## config.mk

```make
export PLATFORM = sky130hd
export DESIGN_NAME = banded_alignment_traceback_step_unit
export DESIGN_NICKNAME = d
export VERILOG_FILES = /design/src/rtl/bats_pkg.sv /design/src/rtl/banded_alignment_traceback_step_unit.sv /design/src/rtl/bats_front.sv /design/src/rtl/bats_queue.sv /design/src/rtl/bats_back.sv
export VERILOG_INCLUDE_DIRS = /design/src /design/src/rtl
export SDC_FILE = /design/constraint.sdc
export NUM_CORES = 1
export LEC_CHECK = 0
export ABC_AREA = 1
export BUFFER_PORTS_ARGS = -buffer_cell sky130_fd_sc_hd__buf_4
export CORE_MARGIN = 4
export CORE_UTILIZATION = 43
export CTS_CLUSTER_SIZE = 40
export DETAILED_ROUTE_END_ITERATION = 8
export PLACE_DENSITY_LB_ADDON = 0.12
export SYNTH_ARGS = -nofsm -noshare
export SYNTH_HDL_FRONTEND = slang
export SYNTH_SLANG_ARGS = --single-unit
```

## constraint.sdc

```tcl
create_clock -name i_clk -period 7.3 [get_ports i_clk]
set_clock_uncertainty 0.1 [all_clocks]
set_input_delay 1.46 -clock i_clk [delete_from_list [all_inputs] [get_ports i_clk]]
set_output_delay 1.46 -clock i_clk [all_outputs]
set_load 0.05 [all_outputs]
```

## src/rtl/assert_macros.svh

```systemverilog
// Assertion helpers shared by the RTL modules.
// Each expects i_clk and i_rst_n in scope.
`ifndef ASSERT_MACROS_SVH
`define ASSERT_MACROS_SVH

// Same-cycle implication.
`define BATS_ASSERT_NOW(lbl, ante, cons, msg) \
    lbl: assert property (@(posedge i_clk) disable iff (!i_rst_n) (ante) |-> (cons)) \
        else $error(msg);

// Next-cycle implication.
`define BATS_ASSERT_NEXT(lbl, ante, cons, msg) \
    lbl: assert property (@(posedge i_clk) disable iff (!i_rst_n) (ante) |=> (cons)) \
        else $error(msg);

`endif

```

## src/rtl/bats_pkg.sv

```systemverilog
`timescale 1ns / 1ps
`default_nettype none

package bats_pkg;

    localparam int PE_COUNT    = 32;
    localparam int INDEX_BITS  = 24;
    localparam int LEN_BITS    = 24;
    localparam int IN_ROW_BITS = 64;
    localparam int ROW_BITS    = 2 * PE_COUNT;
    localparam int POS_BITS    = $clog2(ROW_BITS);
    localparam int QUEUE_DEPTH = 2;
    localparam int QPTR_BITS   = $clog2(QUEUE_DEPTH);
    localparam int QCNT_BITS   = $clog2(QUEUE_DEPTH + 1);
    localparam int CFG_IDX_BITS = 1;

    localparam logic [IN_ROW_BITS-1:0] PAIRS_V = {(IN_ROW_BITS/2){2'b01}};
    localparam logic [IN_ROW_BITS-1:0] PAIRS_H = {(IN_ROW_BITS/2){2'b10}};

    localparam logic [CFG_IDX_BITS-1:0] CFG_LEN_A = 1'b0;
    localparam logic [CFG_IDX_BITS-1:0] CFG_LEN_B = 1'b1;

    localparam logic [1:0] ARW_ZERO = 2'd0;
    localparam logic [1:0] ARW_UP   = 2'd1;
    localparam logic [1:0] ARW_LEFT = 2'd2;
    localparam logic [1:0] ARW_DIAG = 2'd3;

    // position offset, 3-bit two's complement
    localparam logic [2:0] OFF_ZERO   = 3'b000;
    localparam logic [2:0] OFF_PLUS2  = 3'b010;
    localparam logic [2:0] OFF_MINUS2 = 3'b110;

    typedef enum logic [1:0] {
        FN_DIR   = 2'd0,
        FN_FIRST = 2'd1,
        FN_NEXT  = 2'd2,
        FN_NONE  = 2'd3
    } t_func;

    typedef enum logic [1:0] {
        DIR_UNKNOWN = 2'd0,
        DIR_V       = 2'd1,
        DIR_H       = 2'd2
    } t_dir;

    typedef enum logic [2:0] {
        ST_OK     = 3'd0,
        ST_BADDIR = 3'd1,
        ST_NONE   = 3'd2,
        ST_MANY   = 3'd3,
        ST_OUT    = 3'd4,
        ST_ZERO   = 3'd5
    } t_status;

    typedef struct packed {
        logic [1:0]             func;
        logic [IN_ROW_BITS-1:0] row_bits;
    } t_in;

    typedef struct packed {
        logic [2:0]          status;
        logic                step_valid;
        logic                gap_a;
        logic                gap_b;
        logic [LEN_BITS-1:0] index_a;
        logic [LEN_BITS-1:0] index_b;
        logic [1:0]          arrow_used;
        logic [1:0]          rows_back;
        logic                done_res;
    } t_out;

    // classified request handed from front to back
    typedef struct packed {
        t_func                func;
        t_status              stat;
        t_dir                 dir;
        logic [1:0]           raw;
        logic [POS_BITS-1:0]  pos;
        logic [ROW_BITS-1:0]  row;
    } t_cmd;

endpackage

`default_nettype wire

```

## src/rtl/banded_alignment_traceback_step_unit.sv

```systemverilog
`timescale 1ns / 1ps
`default_nettype none

// Banded traceback step: every accepted request gives exactly one result.
// Sustained rate is one request per cycle while the output side takes results;
// each accepted request passes the command queue, then its result is held in
// the output register. The rate is set by the back-end step, which picks the
// arrow, decodes it and updates the position and remaining counters together,
// since each request depends on the state the previous one left. The front end
// classifies rows (direction check, highest-arrow search) into a two-entry
// command queue, so o_ready drops only when that queue is full behind a stalled
// output. Length registers take effect for the next first-arrow request.
module banded_alignment_traceback_step_unit (
    input  logic                              i_clk,
    input  logic                              i_rst_n,
    input  logic                              i_valid,
    output logic                              o_ready,
    input  bats_pkg::t_in                     i_data,
    output logic                              o_valid,
    input  logic                              i_ready,
    output bats_pkg::t_out                    o_data,
    input  logic                              i_cfg_we,
    input  logic [bats_pkg::CFG_IDX_BITS-1:0] i_cfg_idx,
    input  logic [bats_pkg::LEN_BITS-1:0]     i_cfg_data
);
    import bats_pkg::*;

    logic [LEN_BITS-1:0] r_len_a;
    logic [LEN_BITS-1:0] r_len_b;
    t_cmd                front_cmd;
    t_cmd                q_cmd;
    logic                q_full;
    logic                q_valid;
    logic                q_pop;
    logic                push;

    always_ff @(posedge i_clk) begin
        if (!i_rst_n) begin
            r_len_a <= '0;
            r_len_b <= '0;
        end else if (i_cfg_we) begin
            case (i_cfg_idx)
                CFG_LEN_A: r_len_a <= i_cfg_data;
                CFG_LEN_B: r_len_b <= i_cfg_data;
                default: ;
            endcase
        end
    end

    assign o_ready = !q_full;
    assign push    = i_valid && !q_full;

    bats_front u_front (
        .i_req (i_data),
        .o_cmd (front_cmd)
    );

    bats_queue u_queue (
        .i_clk   (i_clk),
        .i_rst_n (i_rst_n),
        .i_push  (push),
        .i_data  (front_cmd),
        .o_full  (q_full),
        .o_valid (q_valid),
        .o_data  (q_cmd),
        .i_pop   (q_pop)
    );

    bats_back u_back (
        .i_clk       (i_clk),
        .i_rst_n     (i_rst_n),
        .i_cmd_valid (q_valid),
        .i_cmd       (q_cmd),
        .o_cmd_pop   (q_pop),
        .i_len_a     (r_len_a),
        .i_len_b     (r_len_b),
        .o_out_valid (o_valid),
        .i_out_ready (i_ready),
        .o_out_data  (o_data)
    );

endmodule

`default_nettype wire

```

## src/rtl/bats_front.sv

```systemverilog
`timescale 1ns / 1ps
`default_nettype none

module bats_front (
    input  bats_pkg::t_in  i_req,
    output bats_pkg::t_cmd o_cmd
);
    import bats_pkg::*;

    logic [ROW_BITS-1:0] row;
    logic [PE_COUNT-1:0] nz;
    logic [1:0]          hi_raw;
    logic [POS_BITS-1:0] hi_pos;
    logic                many;
    t_func               func;

    assign row  = i_req.row_bits[ROW_BITS-1:0];
    assign func = t_func'(i_req.func);

    // highest nonzero pair; more than one set bit in nz means several arrows
    always_comb begin
        hi_raw = ARW_ZERO;
        hi_pos = '0;
        for (int k = 0; k < PE_COUNT; k++) begin
            nz[k] = (row[2*k +: 2] != ARW_ZERO);
            if (nz[k]) begin
                hi_raw = row[2*k +: 2];
                hi_pos = POS_BITS'(2 * k);
            end
        end
    end

    assign many = ((nz & (nz - PE_COUNT'(1))) != '0);

    always_comb begin
        o_cmd      = '0;
        o_cmd.func = func;
        o_cmd.row  = row;
        o_cmd.raw  = hi_raw;
        o_cmd.pos  = hi_pos;
        o_cmd.dir  = DIR_UNKNOWN;
        o_cmd.stat = ST_OK;
        unique case (func) inside
            FN_DIR: begin
                if (row == PAIRS_V[ROW_BITS-1:0]) begin
                    o_cmd.dir = DIR_V;
                end else if (row == PAIRS_H[ROW_BITS-1:0]) begin
                    o_cmd.dir = DIR_H;
                end else begin
                    o_cmd.stat = ST_BADDIR;
                end
            end
            FN_FIRST: begin
                if (nz == '0) begin
                    o_cmd.stat = ST_NONE;
                end else if (many) begin
                    o_cmd.stat = ST_MANY;
                end
            end
            FN_NEXT, FN_NONE: begin
            end
        endcase
    end

endmodule

`default_nettype wire

```

## src/rtl/bats_queue.sv

```systemverilog
`timescale 1ns / 1ps
`default_nettype none

`include "assert_macros.svh"

module bats_queue (
    input  logic           i_clk,
    input  logic           i_rst_n,
    input  logic           i_push,
    input  bats_pkg::t_cmd i_data,
    output logic           o_full,
    output logic           o_valid,
    output bats_pkg::t_cmd o_data,
    input  logic           i_pop
);
    import bats_pkg::*;

    t_cmd                 r_mem [QUEUE_DEPTH];
    logic [QPTR_BITS-1:0] r_wr_ptr, n_wr_ptr;
    logic [QPTR_BITS-1:0] r_rd_ptr, n_rd_ptr;
    logic [QCNT_BITS-1:0] r_count, n_count;

    assign o_full  = (r_count == QCNT_BITS'(QUEUE_DEPTH));
    assign o_valid = (r_count != '0);
    assign o_data  = r_mem[r_rd_ptr];

    always_comb begin
        n_wr_ptr = i_push ? r_wr_ptr + QPTR_BITS'(1) : r_wr_ptr;
        n_rd_ptr = i_pop  ? r_rd_ptr + QPTR_BITS'(1) : r_rd_ptr;
        n_count  = r_count;
        if (i_push && !i_pop) begin
            n_count = r_count + QCNT_BITS'(1);
        end else if (!i_push && i_pop) begin
            n_count = r_count - QCNT_BITS'(1);
        end
    end

    always_ff @(posedge i_clk) begin
        if (!i_rst_n) begin
            r_wr_ptr <= '0;
            r_rd_ptr <= '0;
            r_count  <= '0;
        end else begin
            r_wr_ptr <= n_wr_ptr;
            r_rd_ptr <= n_rd_ptr;
            r_count  <= n_count;
        end
    end

    always_ff @(posedge i_clk) begin
        if (i_push) begin
            r_mem[r_wr_ptr] <= i_data;
        end
    end

    `BATS_ASSERT_NOW(a_count_bound, 1'b1, r_count <= QCNT_BITS'(QUEUE_DEPTH), "queue overfilled")
    `BATS_ASSERT_NOW(a_no_pop_empty, r_count == '0, !i_pop, "pop from empty queue")
    `BATS_ASSERT_NEXT(a_ptr_gap, 1'b1, QPTR_BITS'(r_wr_ptr - r_rd_ptr) == QPTR_BITS'(r_count),
                      "queue pointers disagree with count")

endmodule

`default_nettype wire

```

## src/rtl/bats_back.sv

```systemverilog
`timescale 1ns / 1ps
`default_nettype none

`include "assert_macros.svh"

module bats_back (
    input  logic                          i_clk,
    input  logic                          i_rst_n,
    input  logic                          i_cmd_valid,
    input  bats_pkg::t_cmd                i_cmd,
    output logic                          o_cmd_pop,
    input  logic [bats_pkg::LEN_BITS-1:0] i_len_a,
    input  logic [bats_pkg::LEN_BITS-1:0] i_len_b,
    output logic                          o_out_valid,
    input  logic                          i_out_ready,
    output bats_pkg::t_out                o_out_data
);
    import bats_pkg::*;

    t_dir                  r_dir, n_dir;
    logic [POS_BITS-1:0]   r_pos, n_pos;
    logic [2:0]            r_off, n_off;
    logic [1:0]            r_step, n_step;
    logic [INDEX_BITS-1:0] r_rem_a, n_rem_a;
    logic [INDEX_BITS-1:0] r_rem_b, n_rem_b;
    logic                  r_out_valid, n_out_valid;
    t_out                  r_out, n_out;

    logic                  w_take;
    logic [POS_BITS+1:0]   npos;
    logic                  in_range;
    logic [ROW_BITS-1:0]   shifted;
    logic [INDEX_BITS-1:0] tk_ra, tk_rb, tk_na, tk_nb;
    logic [1:0]            tk_raw, tk_a;
    t_status               tk_stat_in, tk_stat;
    logic                  tk_both0, tk_forced, tk_ga, tk_gb, use_a, use_b;
    logic [1:0]            dc_step;
    logic [2:0]            dc_off;
    t_dir                  dc_dir;
    logic                  do_take;
    t_out                  res;

    assign w_take    = i_cmd_valid && (!r_out_valid || i_out_ready);
    assign o_cmd_pop = w_take;

    // position of the next arrow, range checked against the row
    assign npos     = {2'b00, r_pos} + {{(POS_BITS-1){r_off[2]}}, r_off};
    assign in_range = !npos[POS_BITS+1] && (npos < (POS_BITS+2)'(ROW_BITS));
    assign shifted  = i_cmd.row >> npos[POS_BITS-1:0];

    always_comb begin
        if (i_cmd.func == FN_FIRST) begin
            tk_ra      = INDEX_BITS'(i_len_a);
            tk_rb      = INDEX_BITS'(i_len_b);
            tk_raw     = i_cmd.raw;
            tk_stat_in = i_cmd.stat;
        end else begin
            tk_ra      = r_rem_a;
            tk_rb      = r_rem_b;
            tk_raw     = shifted[1:0];
            tk_stat_in = ST_OK;
        end
        tk_both0  = (tk_ra == '0) && (tk_rb == '0);
        tk_forced = (tk_ra == '0) || (tk_rb == '0);
        // an exhausted sequence forces the arrow
        if (tk_ra == '0) begin
            tk_a = ARW_LEFT;
        end else if (tk_rb == '0) begin
            tk_a = ARW_UP;
        end else begin
            tk_a = tk_raw;
        end
        tk_stat = tk_stat_in;
        if (tk_stat == ST_OK && r_dir == DIR_UNKNOWN) begin
            tk_stat = ST_BADDIR;
        end
        if (tk_stat == ST_OK && !tk_forced && tk_a == ARW_ZERO) begin
            tk_stat = ST_ZERO;
        end
        use_a = (tk_a != ARW_LEFT);
        use_b = (tk_a != ARW_UP);
        tk_ga = !use_a || (tk_ra == '0);
        tk_gb = !use_b || (tk_rb == '0);
        tk_na = tk_ga ? tk_ra : tk_ra - INDEX_BITS'(1);
        tk_nb = tk_gb ? tk_rb : tk_rb - INDEX_BITS'(1);
    end

    // arrow decode against the band direction
    always_comb begin
        dc_step = 2'd0;
        dc_off  = OFF_ZERO;
        dc_dir  = r_dir;
        case (r_dir)
            DIR_V: begin
                case (tk_a)
                    ARW_UP:   begin dc_step = 2'd1; dc_dir = DIR_H; end
                    ARW_LEFT: begin dc_step = 2'd1; dc_off = OFF_PLUS2; dc_dir = DIR_H; end
                    ARW_DIAG: dc_step = 2'd2;
                    default: ;
                endcase
            end
            DIR_H: begin
                case (tk_a)
                    ARW_UP:   begin dc_step = 2'd1; dc_off = OFF_MINUS2; dc_dir = DIR_V; end
                    ARW_LEFT: begin dc_step = 2'd1; dc_dir = DIR_V; end
                    ARW_DIAG: dc_step = 2'd2;
                    default: ;
                endcase
            end
            default: ;
        endcase
    end

    always_comb begin
        n_dir   = r_dir;
        n_pos   = r_pos;
        n_off   = r_off;
        n_step  = r_step;
        n_rem_a = r_rem_a;
        n_rem_b = r_rem_b;
        res     = '0;
        do_take = 1'b0;
        if (w_take) begin
            unique case (i_cmd.func)
                FN_DIR: begin
                    n_dir         = i_cmd.dir;
                    n_step        = 2'd1;
                    res.status    = i_cmd.stat;
                    res.rows_back = 2'd1;
                end
                FN_FIRST: begin
                    n_pos   = i_cmd.pos;
                    n_rem_a = tk_ra;
                    n_rem_b = tk_rb;
                    if (tk_both0) begin
                        n_step       = 2'd0;
                        res.done_res = 1'b1;
                    end else begin
                        do_take = 1'b1;
                    end
                end
                FN_NEXT: begin
                    if (tk_both0) begin
                        n_step       = 2'd0;
                        res.done_res = 1'b1;
                    end else if (!in_range) begin
                        res.status    = ST_OUT;
                        res.rows_back = r_step;
                    end else begin
                        n_pos   = npos[POS_BITS-1:0];
                        do_take = 1'b1;
                    end
                end
                FN_NONE: begin
                end
            endcase
        end
        if (do_take) begin
            n_dir          = dc_dir;
            n_step         = dc_step;
            n_off          = dc_off;
            n_rem_a        = tk_na;
            n_rem_b        = tk_nb;
            res.status     = tk_stat;
            res.step_valid = 1'b1;
            res.gap_a      = tk_ga;
            res.gap_b      = tk_gb;
            res.index_a    = tk_ga ? '0 : LEN_BITS'(tk_na);
            res.index_b    = tk_gb ? '0 : LEN_BITS'(tk_nb);
            res.arrow_used = tk_a;
            res.rows_back  = dc_step;
            res.done_res   = (tk_na == '0) && (tk_nb == '0);
        end
        n_out_valid = w_take ? 1'b1 : (i_out_ready ? 1'b0 : r_out_valid);
        n_out       = w_take ? res : r_out;
    end

    always_ff @(posedge i_clk) begin
        if (!i_rst_n) begin
            r_dir       <= DIR_UNKNOWN;
            r_pos       <= '0;
            r_off       <= OFF_ZERO;
            r_step      <= 2'd0;
            r_rem_a     <= '0;
            r_rem_b     <= '0;
            r_out_valid <= 1'b0;
        end else begin
            r_dir       <= n_dir;
            r_pos       <= n_pos;
            r_off       <= n_off;
            r_step      <= n_step;
            r_rem_a     <= n_rem_a;
            r_rem_b     <= n_rem_b;
            r_out_valid <= n_out_valid;
        end
    end

    always_ff @(posedge i_clk) begin
        r_out <= n_out;
    end

    assign o_out_valid = r_out_valid;
    assign o_out_data  = r_out;

    `BATS_ASSERT_NEXT(a_done_empties, w_take && res.done_res,
                      r_rem_a == '0 && r_rem_b == '0, "done reported with symbols left")
    `BATS_ASSERT_NOW(a_no_column_clear, r_out_valid && !r_out.step_valid,
                     !r_out.gap_a && !r_out.gap_b && r_out.index_a == '0 &&
                     r_out.index_b == '0 && r_out.arrow_used == ARW_ZERO,
                     "column fields set without a column")
    `BATS_ASSERT_NOW(a_offset_legal, 1'b1,
                     r_off == OFF_ZERO || r_off == OFF_PLUS2 || r_off == OFF_MINUS2,
                     "illegal position offset")

endmodule

`default_nettype wire

```

==> results.py, run 1 <==
metrics = {
    "synth": {
        "synth_fa_ha_area_share_pct": 1.75,
        "synth_seq_area_share_pct": 51.2,
        "synthXorXnorAreaFrac_pct": 2.53,
        "syn-num-nets": 2039,
        "async_flop_share_pct": 0,
        "syn-cell-area_mm2": 0.0169,
        "synth.most_common_cell": "nor2_1",
        "synth-simple-area-share_pct": 22.1,
        "synth_top_cells_by_count": "nor2_1 (340), nand2_1 (294), edfxtp_1 (213)",
        "synth_top_family_by_area": "simple AND/OR/NAND/NOR gates",
        "synth_ff_type": "edfxtp_1",
        "synth_seq_cells": 326,
        "netlist_instances": 1920,
        "yosysTopAreaCellShare_pct": 37.8,
        "yosysUniqueCellTypes": 70,
        "synth_area_per_cell_um2": 8.81,
        "synthMuxAreaShare_pct": 2.06,
        "synth_largest_area_cell": "edfxtp_1",
        "synth_area_leaders": "edfxtp_1 (38%), dfxtp_1 (13%), nor2_1 (7.5%)",
        "synth.yosys.warnings": 0,
        "synth_edf_count": 213,
        "synth_compound_area_share_pct": 13.1,
    },
    "sta": {
        "rsz0062_at_grt": "no",
        "setup-violations-final": 0,
        "drv_slew": 0,
        "hold_viol": 0,
        "worstMarginPinSlew_ps": 1230,
        "tns_ps": 0,
        "maxSlewHeadroom_pct": 18.0,
        "fmax_mhz": 160,
        "timing.final.crit_share_pct": 85.6,
        "fin_crit_ps": 6250,
    },
    "routing": {
        "drt_iter0_drc": 1167,
        "dr.pass1.iters": 5,
        "drt_wl_total_mm": 53.2,
        "drc": 0,
        "vias_per_cell": 5.42,
        "dr_total_vias": 14100,
        "wire_per_inst_um": 20.4,
        "ant_nets": 0,
    },
    "flow_run": {
        "maxCapViolCount": 0,
    },
    "worst_hold_path": {
        "hold_end": "u_queue.r_rd_ptr$_SDFFE_PN0P_",
        "min-delay-start": "u_queue.r_rd_ptr$_SDFFE_PN0P_",
        "hold_path_depth": 1,
        "min-delay-path-class": "reg2reg",
    },
    "global_route": {
        "grt_antenna_before_repair": 1,
        "first_global_vias": 13800,
        "grt_max_degree": 76,
        "grt_usage_pct": 24.9,
        "overflow": 0,
        "grt_pass1_wl_mm": 81.2,
    },
    "critical_path": {
        "start_kind": "register",
        "cp-end-kind": "register",
        "reg2reg_depth": 25,
        "arrival_ps": 6570,
        "critical_path_class": "reg2reg",
        "cp_max_fo": 31,
        "r2r-end": "u_back.o_out_data[0]$_DFFE_PP_",
        "worstPathRequired_ps": 7630,
        "reg2reg_slack_ps": 1050,
    },
    "power": {
        "cellPowerDensity_mw_per_mm2": 479,
        "leakagePower_nw": 7.90,
        "finalPower_mw": 9.45,
        "ir_worst_vdd_mv": 0.249,
    },
    "floorplanning": {
        "dieArea_mm2": 0.0426,
        "die_w_um": 206,
        "core_mm2": 0.0387,
        "pin_count": 157,
        "die_y_um": 206,
        "start_util_pct": 43.6,
        "rows": 72,
    },
    "clock_network": {
        "post-cts-setup-buffers": 0,
        "ctsResizeCount": 0,
        "cts-root-buf": "clkbuf_16",
        "cts_buffers": 38,
        "cts_tree": "yes",
        "path_clk_slew_ps": 60,
        "clock_latency_ps": 550,
        "cts_sinks": 326,
        "cts.path.max_buffers": 3,
        "cts.htree.levels": 2,
        "ctsHoldBuffers": 0,
    },
    "layout": {
        "drive_above_1_share_pct": 16.4,
        "syn_to_final_growth_pct": 16.8,
        "instances_no_fill": 2608,
        "nets": 2182,
        "nFillCells": 3689,
        "utilization_pct": 51.0,
        "antennaDiodeCount": 0,
    },
    "placement": {
        "port_buffers": 156,
        "numPlacedInstances": 2541,
        "globalplace.congestion": 0.934,
        "hpwl_mm": 38.6,
    },
    "status": {
        "status": "finished clean",
    },
}
per-stage QoR:
| step | worst slack, ps | cell area, um2 | hold WS [ps] |
|---|---|---|---|
| floorplan | 574 | 16900 | 326 |
| global placement | 1100 | 18500 | 336 |
| detailed placement | 1080 | 18500 | 345 |
| CTS | 1060 | 19700 | 354 |
| global route | 571 | 19700 | 381 |
| finish | 1050 | 19700 | 354 |
layer usage:
metal  routed length (um)  part of all wire, %  track usage [%]  vias to the layer above
met5                    0                    0                0                        -
met1                22400                   42             32.2                     6778
met4                 1860                  3.5             8.20                        0
li1                     -                    -                -                     6799
met2                26300                   49             43.1                      454
met3                 2680                  5.0             3.25                      101
sequential cells by signal (all words and copies together), names as in the netlist, named ones only:
| name | cells |
|---|---|
| u_back.o_out_data | 59 |
| r_len_b | 24 |
| u_back.r_dir | 2 |
| u_queue.r_count | 2 |
| u_back.r_rem_a | 24 |
| u_queue.r_wr_ptr | 1 |
| r_len_a | 24 |
| u_back.r_step | 2 |
| u_back.r_pos | 5 |
| u_back.o_out_valid | 1 |
| u_back.r_off | 2 |
| u_queue.r_mem | 154 |
| u_queue.r_rd_ptr | 1 |
| u_back.r_rem_b | 24 |
cell type report:
type | count | area, um2 | share of cell area [%]
tap | 518 | 648 | 3.28
inverter | 226 | 851 | 4.31
sequential | 326 | 8660 | 43.8
multi-input combinational | 1297 | 7050 | 35.7
clock inverter | 11 | 164 | 0.830
clock buffer | 56 | 1070 | 5.41
timing repair buffer | 174 | 1310 | 6.61
cell usage in the layout (no fill, tap or decap), types with 4 or more instances in the layout:
master     synthesis  final
a211oi_1           6      6
a21oi_1           73     72
a221oi_1           6      6
a31oi_1           18     18
buf_4              1    174
bufinv_16          0      4
clkbuf_1          47     13
clkbuf_16          0     38
clkbuf_8           0      5
clkinv_1           3      6
dfxtp_1          113    112
edfxtp_1         213    213
ha_1              22     21
inv_1            206    206
inv_2             16     16
mux2i_1           27     27
mux2i_2            4      4
nand2_1          294    294
nand2_2           21     21
nand2_4            5      5
nand3_1           48     48
nand4_1           30     30
nor2_1           340    338
nor2_2             8      8
nor2_4             7      9
nor3_1            27     27
nor3_2             5      5
nor4_1            16     16
o211ai_1          16     16
o21ai_0          147    147
o21ai_1            9      9
o21ai_2           21     21
o21bai_1           5      5
o221ai_1          34     34
o32ai_1            7      7
or2_1              6      6
or2_2              9      9
xnor2_1            8      8
xor2_1            39     39
worst max-delay path: stages, from the launching register on:
cell,delay [ps]
dfxtp_2,350
clkinv_1,180
or2_2,320
o21ai_0,200
ha_4,580
inv_2,410
or2_2,390
o21ai_2,90
inv_1,100
nor3_4,300
nand4_1,340
o211ai_1,200
nand2_1,150
ha_1,300
nor2_4,260
nand2_2,120
nor4_1,340
xnor2_1,330
nand2_1,170
nor3_1,260
nand4_1,140
nor2_1,110
nand4_1,90
nor2_1,110
nand4_1,110
nand2_1,80
power by group:
part           leakage, nW  internal (mW)  switching, mW
logic                 4.37           1.37           3.55
registers             2.93           2.48          0.162
clock network        0.600           1.15          0.743
total                 7.90           5.00           4.45
worst max-delay path by stage:
| stage | endpoint |
|---|---|
| floorplan | u_back.o_out_data[57]$_DFFE_PP_ |
| global placement | u_back.o_out_data[0]$_DFFE_PP_ |
| detailed placement | u_back.o_out_data[0]$_DFFE_PP_ |
| CTS | u_back.o_out_data[0]$_DFFE_PP_ |
| global route | u_back.o_out_data[0]$_DFFE_PP_ |
| finish | u_back.o_out_data[0]$_DFFE_PP_ |
logic make-up (layout without fill, tap and decap cells):
kind of cell	count (synthesis)	in the layout
mux	32	32
fa+ha+maj	23	23
buf+inv	297	467
simple gates	835	835
flops	326	326
xor+xnor	48	48
compound gates	359	359
(Power assumes the default switching activity.)
==> run 2: changes to the inputs <==
--- a/config.mk
+++ b/config.mk
@@ -8,6 +8,8 @@
 export LEC_CHECK = 0
 export ABC_AREA = 1
 export BUFFER_PORTS_ARGS = -buffer_cell sky130_fd_sc_hd__buf_4
+export CELL_PAD_IN_SITES_DETAIL_PLACEMENT = 1
+export CELL_PAD_IN_SITES_GLOBAL_PLACEMENT = 1
 export CORE_MARGIN = 4
 export CORE_UTILIZATION = 43
 export CTS_CLUSTER_SIZE = 40
==> results.py, run 2 (same netlist as run 1, synthesis figures left out) <==
metrics = {
    "global_route": {
        "grt_usage_pct": 25.5,
        "first_global_vias": 15100,
        "grt_max_degree": 78,
        "overflow": 0,
        "grt_antenna_before_repair": 0,
        "grt_pass1_wl_mm": 84.7,
    },
    "critical_path": {
        "start_kind": "register",
        "worstPathRequired_ps": 7590,
        "crit_slowest_cell": "dfxtp_2",
        "r2r-end": "u_back.o_out_data[0]$_DFFE_PP_",
        "arrival_ps": 6560,
        "reg2reg_slack_ps": 1030,
        "critical_path_class": "reg2reg",
        "reg2reg_depth": 28,
        "cp-end-kind": "register",
        "cp_max_fo": 28,
        "max_stage_delay_ps": 610,
    },
    "routing": {
        "dr_total_vias": 14200,
        "drt_iter0_drc": 838,
        "dr.pass1.iters": 5,
        "ant_nets": 0,
        "drc": 0,
        "vias_per_cell": 5.47,
        "wire_per_inst_um": 21.0,
        "drt_wl_total_mm": 54.6,
    },
    "power": {
        "leakagePower_nw": 7.89,
        "cellPowerDensity_mw_per_mm2": 472,
        "pwr-share-seq_pct": 28.5,
        "p_sw_share_pct": 47.0,
        "power.internal_mw": 4.93,
        "p_sw_mw": 4.38,
        "p_comb_share_pct": 51.7,
        "p_clk_share_pct": 19.7,
        "ir_worst_vdd_mv": 0.228,
    },
    "sta": {
        "timing.final.crit_share_pct": 85.8,
        "fin_crit_ps": 6270,
        "drv_slew": 0,
        "worstMarginPinSlew_ps": 1110,
        "tns_ps": 0,
        "maxSlewHeadroom_pct": 26.1,
        "fmax_mhz": 160,
        "hold_viol": 0,
        "rsz0062_at_grt": "no",
        "setup-violations-final": 0,
    },
    "layout": {
        "nets": 2178,
        "multi_input_area_mm2": 0.00705,
        "instances_no_fill": 2605,
        "seq_area_mm2": 0.00866,
        "largest_reg_flops": 154,
        "largest-register": "u_queue.r_mem",
        "layout_common_cells": "nor2_1 (338), nand2_1 (294), edfxtp_1 (213), inv_1 (206), buf_4 (171)",
        "antennaDiodeCount": 0,
        "drive_above_1_share_pct": 16.4,
        "syn_to_final_growth_pct": 16.6,
        "nFillCells": 4575,
        "utilization_pct": 50.9,
        "final_common_cell": "nor2_1",
    },
    "floorplanning": {
        "dieArea_mm2": 0.0426,
        "core_mm2": 0.0387,
        "start_util_pct": 43.6,
        "pin_count": 157,
        "rows": 72,
        "die_y_um": 206,
        "die_w_um": 206,
    },
    "clock_network": {
        "path_clk_slew_ps": 60,
        "clock_latency_ps": 530,
        "cts.path.max_buffers": 3,
        "ctsResizeCount": 0,
        "cts.htree.levels": 2,
        "cts-root-buf": "clkbuf_16",
        "post-cts-setup-buffers": 0,
        "cts_sinks": 326,
        "cts_tree": "yes",
        "ctsHoldBuffers": 0,
        "cts_buffers": 36,
    },
    "worst_hold_path": {
        "min-delay-path-class": "reg2reg",
        "hold_path_depth": 1,
        "min-delay-start": "u_queue.r_rd_ptr$_SDFFE_PN0P_",
    },
    "flow_run": {
        "maxCapViolCount": 0,
    },
    "placement": {
        "port_buffers": 156,
        "globalplace.congestion": 0.930,
        "numPlacedInstances": 2539,
        "hpwl_mm": 40.2,
    },
    "status": {
        "status": "finished clean",
    },
}
==> run 2: cell types whose count changed in the layout (fill, tap and decap cells not counted) <==
cell | previous run | this run
buf_12 | 0 | 1
buf_4 | 174 | 171
bufinv_16 | 4 | 3
clkbuf_1 | 13 | 9
clkbuf_16 | 38 | 37
clkbuf_8 | 5 | 6
clkinv_2 | 2 | 6
clkinv_8 | 1 | 0
inv_4 | 2 | 1
inv_6 | 0 | 2
==> run 2: metrics by stage <==
step | power (mW) | hold slack (ps) | cell area, um2 | setup slack, ps
2_1_floorplan | 6.11 | 326 | 16900 | 574
3_3_place_gp | 7.43 | 336 | 18500 | 1170
3_5_place_dp | 7.54 | 359 | 18500 | 934
4_1_cts | 9.40 | 367 | 19700 | 903
5_1_grt | 9.93 | 396 | 19700 | 387
6_report | 9.30 | 376 | 19700 | 1030
==> run 2: worst max-delay path by stage <==
stage / startpoint / to / slack [ps] / depth (start not counted)
after floorplan: i_ready / u_back.o_out_data[57]$_DFFE_PP_ / 570 / 10
after global placement: register / u_back.o_out_data[0]$_DFFE_PP_ / 1170 / 28
after detailed placement: register / u_back.o_out_data[0]$_DFFE_PP_ / 930 / 28
after CTS: register / u_back.o_out_data[0]$_DFFE_PP_ / 900 / 28
after global routing: register / u_back.o_out_data[0]$_DFFE_PP_ / 390 / 29
final: register / u_back.o_out_data[0]$_DFFE_PP_ / 1030 / 28
==> run 2: metal layers <==
layer	up-vias	global-route usage, %	routed length [um]
met1	7106	31.6	23100
li1	6781	-	-
met2	270	46.5	28000
met3	87	2.70	1790
met5	-	0	0
met4	0	8.27	1760
==> run 2: layout make-up <==
type,count,share of cell area [%]
clock buffer,52,5.29
clock inverter,14,0.756
inverter,226,4.32
multi-input combinational,1297,35.8
sequential,326,43.9
tap,518,3.29
timing repair buffer,172,6.62
==> run 2: critical path: cells and delay by family (launching register included) <==
| kind | cells | cell delay, ps |
|---|---|---|
| and+or+nand+nor | 16 | 2690 |
| muxes | 1 | 360 |
| DFF | 1 | 610 |
| adders and majority gates | 3 | 1000 |
| buffers and inverters | 5 | 750 |
| xor gates and xnor gates | 1 | 150 |
| AOI/OAI and AO/OA | 2 | 420 |
==> run 2: power groups by stage <==
| stage | registers, mW | clock network, mW | logic, mW |
|---|---|---|---|
| final | 2.65 | 1.84 | 4.81 |
| after global routing | 2.69 | 1.95 | 5.28 |
| after CTS | 2.66 | 1.88 | 4.87 |
| after detailed placement | 2.70 | 0 | 4.84 |
| after global placement | 2.68 | 0 | 4.76 |
| after floorplan | 3.21 | 0 | 2.90 |
==> run 3: changes to the inputs <==
--- a/config.mk
+++ b/config.mk
@@ -14,7 +14,7 @@
 export CORE_UTILIZATION = 43
 export CTS_CLUSTER_SIZE = 40
 export DETAILED_ROUTE_END_ITERATION = 8
-export PLACE_DENSITY_LB_ADDON = 0.12
+export PLACE_DENSITY_LB_ADDON = 0.25
 export SYNTH_ARGS = -nofsm -noshare
 export SYNTH_HDL_FRONTEND = slang
 export SYNTH_SLANG_ARGS = --single-unit
==> results.py, run 3 (same netlist as run 1, synthesis figures left out) <==
metrics = {
    "critical_path": {
        "critical_path_class": "reg2reg",
        "crit_slowest_cell": "dfxtp_2",
        "reg2reg_depth": 33,
        "start_kind": "register",
        "max_stage_delay_ps": 560,
        "cp_max_fo": 48,
        "worstPathRequired_ps": 7600,
        "cp-end-kind": "register",
        "reg2reg_slack_ps": 860,
        "r2r-end": "u_back.o_out_data[0]$_DFFE_PP_",
        "arrival_ps": 6740,
    },
    "routing": {
        "drt_wl_total_mm": 54.5,
        "highest_layer": "met4",
        "drc": 0,
        "routed-wl-met3_mm": 1.79,
        "dr.pass1.iters": 5,
        "wl_met1_mm": 23.0,
        "dr_total_vias": 14300,
        "drt_iter0_drc": 760,
        "wire_per_inst_um": 21.0,
        "ant_nets": 0,
        "vias_per_cell": 5.49,
        "met2WireLength_mm": 28.0,
    },
    "clock_network": {
        "path_clk_slew_ps": 60,
        "cts_buffers": 38,
        "ctsHoldBuffers": 0,
        "cts.path.max_buffers": 3,
        "cts_sinks": 326,
        "post-cts-setup-buffers": 0,
        "clock_latency_ps": 540,
        "cts.htree.levels": 2,
        "cts-root-buf": "clkbuf_16",
        "ctsResizeCount": 0,
        "cts_tree": "yes",
    },
    "power": {
        "p_comb_share_pct": 52.1,
        "ir_worst_vdd_mv": 0.247,
        "leakagePower_nw": 7.84,
        "p_sw_share_pct": 47.4,
        "cellPowerDensity_mw_per_mm2": 471,
        "p_sw_mw": 4.38,
        "power.internal_mw": 4.86,
        "finalPower_mw": 9.24,
        "pwr-share-seq_pct": 28.8,
        "p_clk_share_pct": 19.2,
    },
    "sta": {
        "timing.final.crit_share_pct": 88.3,
        "hold_viol": 0,
        "fmax_mhz": 155,
        "rsz0062_at_grt": "no",
        "tns_ps": 0,
        "worstMarginPinSlew_ps": 1230,
        "drv_slew": 0,
        "setup-violations-final": 0,
        "fin_crit_ps": 6440,
        "fin_ws_ps": 857,
        "maxSlewHeadroom_pct": 17.8,
    },
    "layout": {
        "layout_common_cells": "nor2_1 (338), nand2_1 (294), edfxtp_1 (213), inv_1 (206), buf_4 (168)",
        "final_common_cell": "nor2_1",
        "syn_to_final_growth_pct": 16.2,
        "antennaDiodeCount": 0,
        "nFillCells": 4574,
        "nets": 2177,
        "largest_reg_flops": 154,
        "largest-register": "u_queue.r_mem",
        "drive_above_1_share_pct": 16.2,
    },
    "floorplanning": {
        "core_mm2": 0.0387,
        "die_y_um": 206,
        "die_w_um": 206,
        "dieArea_mm2": 0.0426,
        "pin_count": 157,
        "start_util_pct": 43.6,
        "rows": 72,
    },
    "global_route": {
        "overflow": 0,
        "grt_max_degree": 89,
        "grt_usage_pct": 25.4,
        "grt_antenna_before_repair": 0,
        "first_global_vias": 15100,
        "grt_pass1_wl_mm": 84.4,
    },
    "flow_run": {
        "maxCapViolCount": 0,
    },
    "placement": {
        "dp_slack_ps": 753,
        "hpwl_mm": 40.1,
        "port_buffers": 156,
        "globalplace.congestion": 0.976,
    },
    "worst_hold_path": {
        "min-delay-path-class": "reg2reg",
        "min-delay-start": "u_queue.r_rd_ptr$_SDFFE_PN0P_",
        "hold_end": "u_queue.r_rd_ptr$_SDFFE_PN0P_",
        "hold_path_depth": 1,
    },
    "status": {
        "status": "finished clean",
    },
}
==> run 3: cell count changes in the layout (fill, tap and decap cells not counted), sizes merged <==
cell and delta:
buf -3, bufinv -2, clkinv +3, clkinvlp +3
inv -1, clkbuf -2
==> run 3: worst max-delay path, delay by kind of cell, from the launching register on <==
family                   cells  cell delay [ps]
buffers and inverters        8             1160
XOR/XNOR                     1              160
AO/OA/AOI/OAI                3              530
flip-flops                   1              560
AND/OR/NAND/NOR             19             3010
adder cells (fa/ha/maj)      2              720
==> run 3: how the worst max path moves through the flow <==
stage / startpoint / to / slack [ps] / cells past startpoint
after floorplan: i_ready / u_back.o_out_data[57]$_DFFE_PP_ / 570 / 10
after global placement: register / u_back.o_out_data[0]$_DFFE_PP_ / 970 / 29
after detailed placement: register / u_back.o_out_data[0]$_DFFE_PP_ / 750 / 29
after CTS: register / u_back.o_out_data[0]$_DFFE_PP_ / 730 / 29
after global routing: register / u_back.o_out_data[0]$_DFFE_PP_ / 210 / 30
final: register / u_back.o_out_data[0]$_DFFE_PP_ / 860 / 33
==> run 3: stage by stage <==
stage	area (um2)	hold slack [ps]	util, %	cells
finish	19600	364	50.7	2603
global route	19600	398	50.7	2603
CTS	19600	369	50.7	2603
detailed placement	18500	356	47.7	2536
global placement	18500	338	47.7	2536
floorplan	16900	326	-	1920
==> run 3: routing by layer <==
metal,track usage (%),up-vias
met5,0,-
met4,8.17,0
met3,2.84,88
met2,46.1,302
met1,31.7,7101
li1,-,6787
==> run 3: layout make-up <==
cell class	count	area (um2)	share of cell area, %
tap	518	648	3.30
multi-input combinational	1297	7050	35.9
clock buffer	50	1040	5.28
sequential	326	8660	44.1
timing repair buffer	169	1280	6.52
inverter	226	851	4.33
clock inverter	17	113	0.573
==> run 3: power by group through the flow <==
stage,Combinational [mW],Clock (mW),Sequential [mW]
after floorplan,2.90,0,3.21
after global placement,4.72,0,2.68
after CTS,4.85,1.81,2.66
final,4.81,1.77,2.66
after detailed placement,4.82,0,2.70
after global routing,5.24,1.90,2.69
